$ cat src/rtl/sm83_pkg.sv
// package: operation codes, flag positions and the alu function for the sm83 alu
package sm83_pkg;

  typedef enum logic [4:0] {
    ACT_ADD  = 5'd0,
    ACT_ADC  = 5'd1,
    ACT_SUB  = 5'd2,
    ACT_SBC  = 5'd3,
    ACT_AND  = 5'd4,
    ACT_XOR  = 5'd5,
    ACT_OR   = 5'd6,
    ACT_CP   = 5'd7,
    ACT_INC  = 5'd8,
    ACT_DEC  = 5'd9,
    ACT_DAA  = 5'd10,
    ACT_CPL  = 5'd11,
    ACT_SCF  = 5'd12,
    ACT_CCF  = 5'd13,
    ACT_RLCA = 5'd14,
    ACT_RRCA = 5'd15,
    ACT_RLA  = 5'd16,
    ACT_RRA  = 5'd17,
    ACT_RLC  = 5'd18,
    ACT_RRC  = 5'd19,
    ACT_RL   = 5'd20,
    ACT_RR   = 5'd21,
    ACT_SLA  = 5'd22,
    ACT_SRA  = 5'd23,
    ACT_SWAP = 5'd24,
    ACT_SRL  = 5'd25,
    ACT_BIT  = 5'd26,
    ACT_RES  = 5'd27,
    ACT_SET  = 5'd28
  } action_t;

  localparam int FLAG_Z = 3;
  localparam int FLAG_N = 2;
  localparam int FLAG_H = 1;
  localparam int FLAG_C = 0;

  localparam logic [7:0] DAA_HI_LIMIT = 8'h99;
  localparam logic [3:0] DAA_LO_LIMIT = 4'h9;
  localparam logic [7:0] DAA_LO_ADJ   = 8'h06;
  localparam logic [7:0] DAA_HI_ADJ   = 8'h60;

  typedef struct packed {
    logic [7:0] result;
    logic [3:0] flags;
    logic       written;
  } alu_res_t;

  function automatic alu_res_t alu_exec(input logic [4:0] action, input logic [7:0] a,
                                        input logic [7:0] b, input logic [3:0] f,
                                        input logic [2:0] idx);
    alu_res_t   res;
    logic       cin;
    logic       t;
    logic [8:0] wide;
    logic [4:0] half;
    logic [7:0] r;
    logic [7:0] adj;
    logic       lo_fix;
    logic       hi_fix;
    cin     = f[FLAG_C];
    t       = 1'b0;
    wide    = 9'd0;
    half    = 5'd0;
    r       = a;
    adj     = 8'd0;
    lo_fix  = 1'b0;
    hi_fix  = 1'b0;
    res.result  = a;
    res.flags   = f;
    res.written = 1'b1;
    unique case (action_t'(action))
      ACT_ADD, ACT_ADC: begin
        t    = (action_t'(action) == ACT_ADC) ? cin : 1'b0;
        wide = {1'b0, a} + {1'b0, b} + {8'd0, t};
        half = {1'b0, a[3:0]} + {1'b0, b[3:0]} + {4'd0, t};
        res.result = wide[7:0];
        res.flags  = {wide[7:0] == 8'd0, 1'b0, half[4], wide[8]};
      end
      ACT_SUB, ACT_SBC, ACT_CP: begin
        t    = (action_t'(action) == ACT_SBC) ? cin : 1'b0;
        // top bit of the widened difference is the borrow
        wide = {1'b0, a} - {1'b0, b} - {8'd0, t};
        half = {1'b0, a[3:0]} - {1'b0, b[3:0]} - {4'd0, t};
        res.flags = {wide[7:0] == 8'd0, 1'b1, half[4], wide[8]};
        if (action_t'(action) == ACT_CP) begin
          res.written = 1'b0;
        end else begin
          res.result = wide[7:0];
        end
      end
      ACT_AND: begin
        r = a & b;
        res.result = r;
        res.flags  = {r == 8'd0, 1'b0, 1'b1, 1'b0};
      end
      ACT_XOR: begin
        r = a ^ b;
        res.result = r;
        res.flags  = {r == 8'd0, 3'b000};
      end
      ACT_OR: begin
        r = a | b;
        res.result = r;
        res.flags  = {r == 8'd0, 3'b000};
      end
      ACT_INC: begin
        r = a + 8'd1;
        res.result = r;
        res.flags  = {r == 8'd0, 1'b0, r[3:0] == 4'h0, cin};
      end
      ACT_DEC: begin
        r = a - 8'd1;
        res.result = r;
        res.flags  = {r == 8'd0, 1'b1, r[3:0] == 4'hF, cin};
      end
      ACT_DAA: begin
        lo_fix = f[FLAG_H] || (!f[FLAG_N] && (a[3:0] > DAA_LO_LIMIT));
        hi_fix = cin || (!f[FLAG_N] && (a > DAA_HI_LIMIT));
        adj    = (lo_fix ? DAA_LO_ADJ : 8'd0) | (hi_fix ? DAA_HI_ADJ : 8'd0);
        r      = f[FLAG_N] ? (a - adj) : (a + adj);
        res.result = r;
        res.flags  = {r == 8'd0, f[FLAG_N], 1'b0, hi_fix};
      end
      ACT_CPL: begin
        res.result = ~a;
        res.flags  = {f[FLAG_Z], 1'b1, 1'b1, cin};
      end
      ACT_SCF: begin
        res.written = 1'b0;
        res.flags   = {f[FLAG_Z], 2'b00, 1'b1};
      end
      ACT_CCF: begin
        res.written = 1'b0;
        res.flags   = {f[FLAG_Z], 2'b00, ~cin};
      end
      ACT_RLCA: begin
        res.result = {a[6:0], a[7]};
        res.flags  = {3'b000, a[7]};
      end
      ACT_RRCA: begin
        res.result = {a[0], a[7:1]};
        res.flags  = {3'b000, a[0]};
      end
      ACT_RLA: begin
        res.result = {a[6:0], cin};
        res.flags  = {3'b000, a[7]};
      end
      ACT_RRA: begin
        res.result = {cin, a[7:1]};
        res.flags  = {3'b000, a[0]};
      end
      ACT_RLC, ACT_RRC, ACT_RL, ACT_RR, ACT_SLA, ACT_SRA, ACT_SWAP, ACT_SRL: begin
        unique case (action_t'(action))
          ACT_RLC: begin
            r = {a[6:0], a[7]};
            t = a[7];
          end
          ACT_RRC: begin
            r = {a[0], a[7:1]};
            t = a[0];
          end
          ACT_RL: begin
            r = {a[6:0], cin};
            t = a[7];
          end
          ACT_RR: begin
            r = {cin, a[7:1]};
            t = a[0];
          end
          ACT_SLA: begin
            r = {a[6:0], 1'b0};
            t = a[7];
          end
          ACT_SRA: begin
            r = {a[7], a[7:1]};
            t = a[0];
          end
          ACT_SWAP: begin
            r = {a[3:0], a[7:4]};
            t = 1'b0;
          end
          default: begin
            r = {1'b0, a[7:1]};
            t = a[0];
          end
        endcase
        res.result = r;
        res.flags  = {r == 8'd0, 2'b00, t};
      end
      ACT_BIT: begin
        res.written = 1'b0;
        res.flags   = {~a[idx], 1'b0, 1'b1, cin};
      end
      ACT_RES: begin
        res.result = a & ~(8'd1 << idx);
      end
      ACT_SET: begin
        res.result = a | (8'd1 << idx);
      end
      default: begin
        // codes past set do nothing
        res.written = 1'b0;
      end
    endcase
    return res;
  endfunction

endpackage

$ cat src/rtl/sm83_alu_with_bit_ops.sv
// top level: registered 8-bit alu with rotate, shift, swap and bit operations
// One request per clock cycle goes in and one result per cycle comes out while out_stall
// is low. A request taken at one edge lands in the input register, the alu function runs
// between that register and the result register, and the result shows on the output once
// the result register takes it, and holds there while out_stall is high. in_stall
// rises only while both registers are full and the output is stalled; it follows
// out_stall in the same cycle. Reset empties both registers; there is no other state.
module sm83_alu_with_bit_ops
  import sm83_pkg::*;
(
  input  logic       clk,
  input  logic       rst,
  input  logic       in_valid,
  output logic       in_stall,
  input  logic [4:0] action,
  input  logic [7:0] operand_a,
  input  logic [7:0] operand_b,
  input  logic [3:0] flags_in,
  input  logic [2:0] bit_index,
  output logic       out_valid,
  input  logic       out_stall,
  output logic [7:0] result,
  output logic [3:0] flags_out,
  output logic       result_written
);

  logic       req_valid;
  logic [4:0] req_action;
  logic [7:0] req_a;
  logic [7:0] req_b;
  logic [3:0] req_flags;
  logic [2:0] req_index;
  logic       out_adv;
  logic       req_adv;
  alu_res_t   alu_next;

  assign out_adv  = !out_valid || !out_stall;
  assign req_adv  = !req_valid || out_adv;
  assign in_stall = !req_adv;

  assign alu_next = alu_exec(req_action, req_a, req_b, req_flags, req_index);

  always_ff @(posedge clk) begin
    if (rst) begin
      req_valid <= 1'b0;
      out_valid <= 1'b0;
    end else begin
      if (req_adv) begin
        req_valid <= in_valid;
      end
      if (out_adv) begin
        out_valid <= req_valid;
      end
    end
    if (req_adv && in_valid) begin
      req_action <= action;
      req_a      <= operand_a;
      req_b      <= operand_b;
      req_flags  <= flags_in;
      req_index  <= bit_index;
    end
    if (out_adv && req_valid) begin
      result         <= alu_next.result;
      flags_out      <= alu_next.flags;
      result_written <= alu_next.written;
    end
  end

endmodule

$ cat config.mk
export PLATFORM = sky130hd
export DESIGN_NAME = sm83_alu_with_bit_ops
export DESIGN_NICKNAME = d
export VERILOG_FILES = /design/src/rtl/sm83_pkg.sv /design/src/rtl/sm83_alu_with_bit_ops.sv
export SDC_FILE = /design/constraint.sdc
export NUM_CORES = 1
export LEC_CHECK = 0
export ABC_AREA = 1
export BUFFER_PORTS_ARGS = -buffer_cell sky130_fd_sc_hd__buf_2
export CAP_MARGIN = 5
export CORE_AREA = 2 2 104 106
export CTS_BUF_LIST = sky130_fd_sc_hd__clkbuf_8
export CTS_CLUSTER_SIZE = 24
export DETAILED_ROUTE_END_ITERATION = 10
export DIE_AREA = 0 0 106 108
export GPL_TIMING_DRIVEN = 0
export PLACE_DENSITY_LB_ADDON = 0.12
export SLEW_MARGIN = 0
export SYNTH_ARGS = -nofsm -noshare
export SYNTH_HDL_FRONTEND = slang
export SYNTH_SLANG_ARGS = --single-unit
$ cat constraint.sdc
create_clock -name clk -period 4.9 [get_ports clk]
set_input_delay 0 -clock clk [delete_from_list [all_inputs] [get_ports clk]]
set_output_delay 0 -clock clk [all_outputs]
set_load 0.1 [all_outputs]
==> flow_metrics.tcl <==
set metrics [dict create \
    path_clk_slew_ns 0.09 \
    utilization_pct 59.1 \
    grt_use_total_pct 34.4 \
    powerDensity_mw_per_mm2 211 \
    layout_common_cells "nand2_1, nor2_1, inv_1, nand3_1, buf_2" \
    ys_ff_latch 43 \
    grt_overflow 0 \
    irDropWorstVdd_mv 0.153 \
    max_freq_mhz 227 \
    final-max-slew-violation-count 0 \
    finalSetupViolCount 0 \
    gp_congestion 1.06 \
    crit_path_cell_trace "inv_1 -> clkbuf_1 -> ha_1 -> nand2_1 -> nand3_1 -> o21ai_0 -> nand2_1 -> nand2_1 -> inv_1 -> ha_1 -> nand2_1 -> nand2_1 -> ha_1 -> nand2_1 -> inv_1 -> a21boi_0 -> nand3_1 -> nand3_1 -> nand4_1 -> nor2_1 -> nand3_1" \
    area_delta_synth_final_pct 15.6 \
    place_hpwl_mm 14.9 \
    ys_warn_count 0 \
    final.setup.tns_ns 0 \
    wl_mm 19.1 \
    final_layout_size_suffix_gt1_share_pct 12.0 \
    remaining_drc_errors 0 \
    htreeDepth 2 \
    hp-class "input port to flip-flop" \
    final_nets 964 \
    avgSynthCellArea_um2 6.56 \
    grt_pass1_vias 5544 \
    drt-initial-drc-count 487 \
    clk_latency_ns 0.32 \
    mostFrequentLayoutCell "nand2_1" \
    status "complete, no violations" \
    cp_slowest_stage_delay_ns 0.83 \
    io_buffers 46 \
    cts_tree "yes" \
    synth_async_sr_flop_share_pct 0 \
    synth_edf_count 41 \
    fin_skew_ns 0.00820 \
    critical_path_class "flip-flop to flip-flop" \
    ant_nets 0 \
    post_drt_via_cell_ratio 5.80 \
    pin_count 47 \
    syn_inst 797 \
    synth_fp_nets 877 \
    routedWlPerCell_um 18.7 \
    clockBufferDepth 2 \
    syn_area_mm2 0.00523 \
    coreArea_mm2 0.0102 \
    rsz0062_at_grt "false" \
    cp.arrival_ns 4.47 \
    yosysUniqueCellTypes 47 \
    cts_buffers 5 \
    crit_slowest_cell "edfxtp_1" \
    cp.buffers_inverters 4 \
    die_w_um 106 \
    grt_pass1_wl_mm 29.7 \
    critical-path-top-delay-family "simple AND/OR/NAND/NOR gates" \
    synth_ff_type "edfxtp_1" \
    fin_crit_ns 4.41 \
    ys_seq_area_share_pct 24.3 \
    tightest_slew_ns 1.16 \
    cts-root-buf "clkbuf_8" \
    clock-sinks 43 \
    power_leakage_uw 0.00291 \
    grt_max_degree 29 \
    die_area_mm2 0.0114 \
    min_period_over_period_pct 90.0 \
    path_max_fanout 12 \
    end_kind "flip-flop" \
    critPathLaunchType "flip-flop" \
    initial_utilization_pct 51.1 \
    required_ns 4.96 \
    timing.slew.headroom_pct 22.9 \
    timing.critical_path.mode_cell "nand2_1" \
    max_cap_violations 0 \
    hold_viol_final 0 \
    row_count 37 \
    antenna_found_initial 0 \
    die_h_um 108 \
    antenna_cells 0 \
    firstDrtPassIters 7 \
    dr_total_vias 5925 \
]
[cell families after synthesis]
family,share of synthesized area [%]
fa+ha+maj,12.1
flops,24.3
compound gates,12.5
xor+xnor,2.35
buf+inv,8.74
simple gates,40.1
[flip-flops by register name, indices dropped and copies added, names as in the netlist]
name	flops
out_valid	1
result_written	1
req_b	8
result	8
req_a	8
req_action	5
req_valid	1
req_index	3
req_flags	4
flags_out	4
[cell usage after synthesis (2+ instances only)]
| cell | n | area (µm²) |
|---|---|---|
| dfxtp_1 | 2 | 40.0 |
| edfxtp_1 | 41 | 1230 |
| buf_2 | 3 | 15.0 |
| or2_2 | 3 | 18.8 |
| o22ai_1 | 12 | 75.1 |
| o211ai_1 | 15 | 113 |
| nand2_1 | 224 | 841 |
| nand3_1 | 80 | 400 |
| nor2_4 | 6 | 67.6 |
| nor2_2 | 5 | 31.3 |
| o221ai_1 | 4 | 35.0 |
| nand3_2 | 3 | 30.0 |
| o21a_1 | 2 | 15.0 |
| nand2_4 | 2 | 22.5 |
| inv_1 | 82 | 308 |
| nand4_1 | 22 | 138 |
| xnor2_1 | 5 | 43.8 |
| buf_1 | 2 | 7.51 |
| nand2_2 | 7 | 43.8 |
| nand3b_1 | 6 | 45.0 |
| inv_2 | 14 | 52.6 |
| o21ai_1 | 5 | 25.0 |
| nor3_1 | 14 | 70.1 |
| nor2_1 | 90 | 338 |
| a21oi_1 | 26 | 130 |
| o21ai_0 | 32 | 160 |
| fa_1 | 4 | 80.1 |
| buf_4 | 3 | 22.5 |
| clkinv_1 | 5 | 18.8 |
| xor2_1 | 9 | 78.8 |
| o2111ai_1 | 4 | 35.0 |
| clkbuf_1 | 7 | 26.3 |
| ha_1 | 44 | 551 |
[power by group]
group          internal, µW  leakage (µW)  switching [µW]
Combinational           179       0.00246             402
Clock                  97.1     0.0000392             136
Sequential              436      0.000413            23.6
[worst reg2reg max path: stages (launching register included)]
cell	delay [ns]
edfxtp_1	0.83
inv_1	0.16
clkbuf_1	0.39
ha_1	0.36
nand2_1	0.11
nand3_1	0.09
o21ai_0	0.20
nand2_1	0.08
nand2_1	0.13
inv_1	0.10
ha_1	0.27
nand2_1	0.06
nand2_1	0.05
ha_1	0.35
nand2_1	0.08
inv_1	0.04
a21boi_0	0.23
nand3_1	0.13
nand3_1	0.11
nand4_1	0.13
nor2_1	0.14
nand3_1	0.10
[layout make-up]
type                            count  area [µm²]
Clock buffer                        5        68.8
Tap cell                          136         170
Timing Repair Buffer               80         563
Clock inverter                      3        15.0
Buffer                             15        71.3
Inverter                          102         385
Multi-Input combinational cell    637        3500
Fill cell                        1019        4190
Sequential cell                    43        1270
[final timing paths]
check | cells after the start | from | to | slack, ns
setup / recovery | 21 | req_a[0]$_DFFE_PP_ | result[7]$_DFFE_PP_ | 0.49
hold / removal | 5 | out_stall | req_valid$_SDFFE_PP0N_ | 0.09
setup reg to reg | 21 | req_a[0]$_DFFE_PP_ | result[7]$_DFFE_PP_ | 0.49
hold reg to reg | 4 | req_valid$_SDFFE_PP0N_ | req_valid$_SDFFE_PP0N_ | 0.62
[what timing repair did]
| item | in CTS | in global routing |
|---|---|---|
| hold buffers | 31 | 0 |
| endpoints found under the setup margin | 0 | 1 |
| setup buffers | 0 | 3 |
| resized for setup | 0 | 0 |
| endpoints found under the hold margin | 30 | 0 |
[through the flow]
step                      total power, µW  area (µm²)  std cells  setup WS (ns)  hold WS, ns
after CTS                            1260        6020       1018          0.313       0.0712
after detailed placement             1010        5630        979          0.332        0.178
after floorplan                       866        5230        797           1.46       0.0691
final                                1270        6040       1021          0.490       0.0899
after global placement               1000        5630        979          0.391        0.170
after global routing                 1350        6040       1021          0.169        0.139
[routing by layer]
metal | GRT usage, % | routed length (µm) | up-vias
met5 | 0 | 0 | -
met4 | 12.6 | 625 | 0
met3 | 7.11 | 1860 | 47
met2 | 55.8 | 8560 | 320
met1 | 45.5 | 8080 | 2719
li1 | - | - | 2839
No activity file was read; power rests on OpenSTA's default activity.
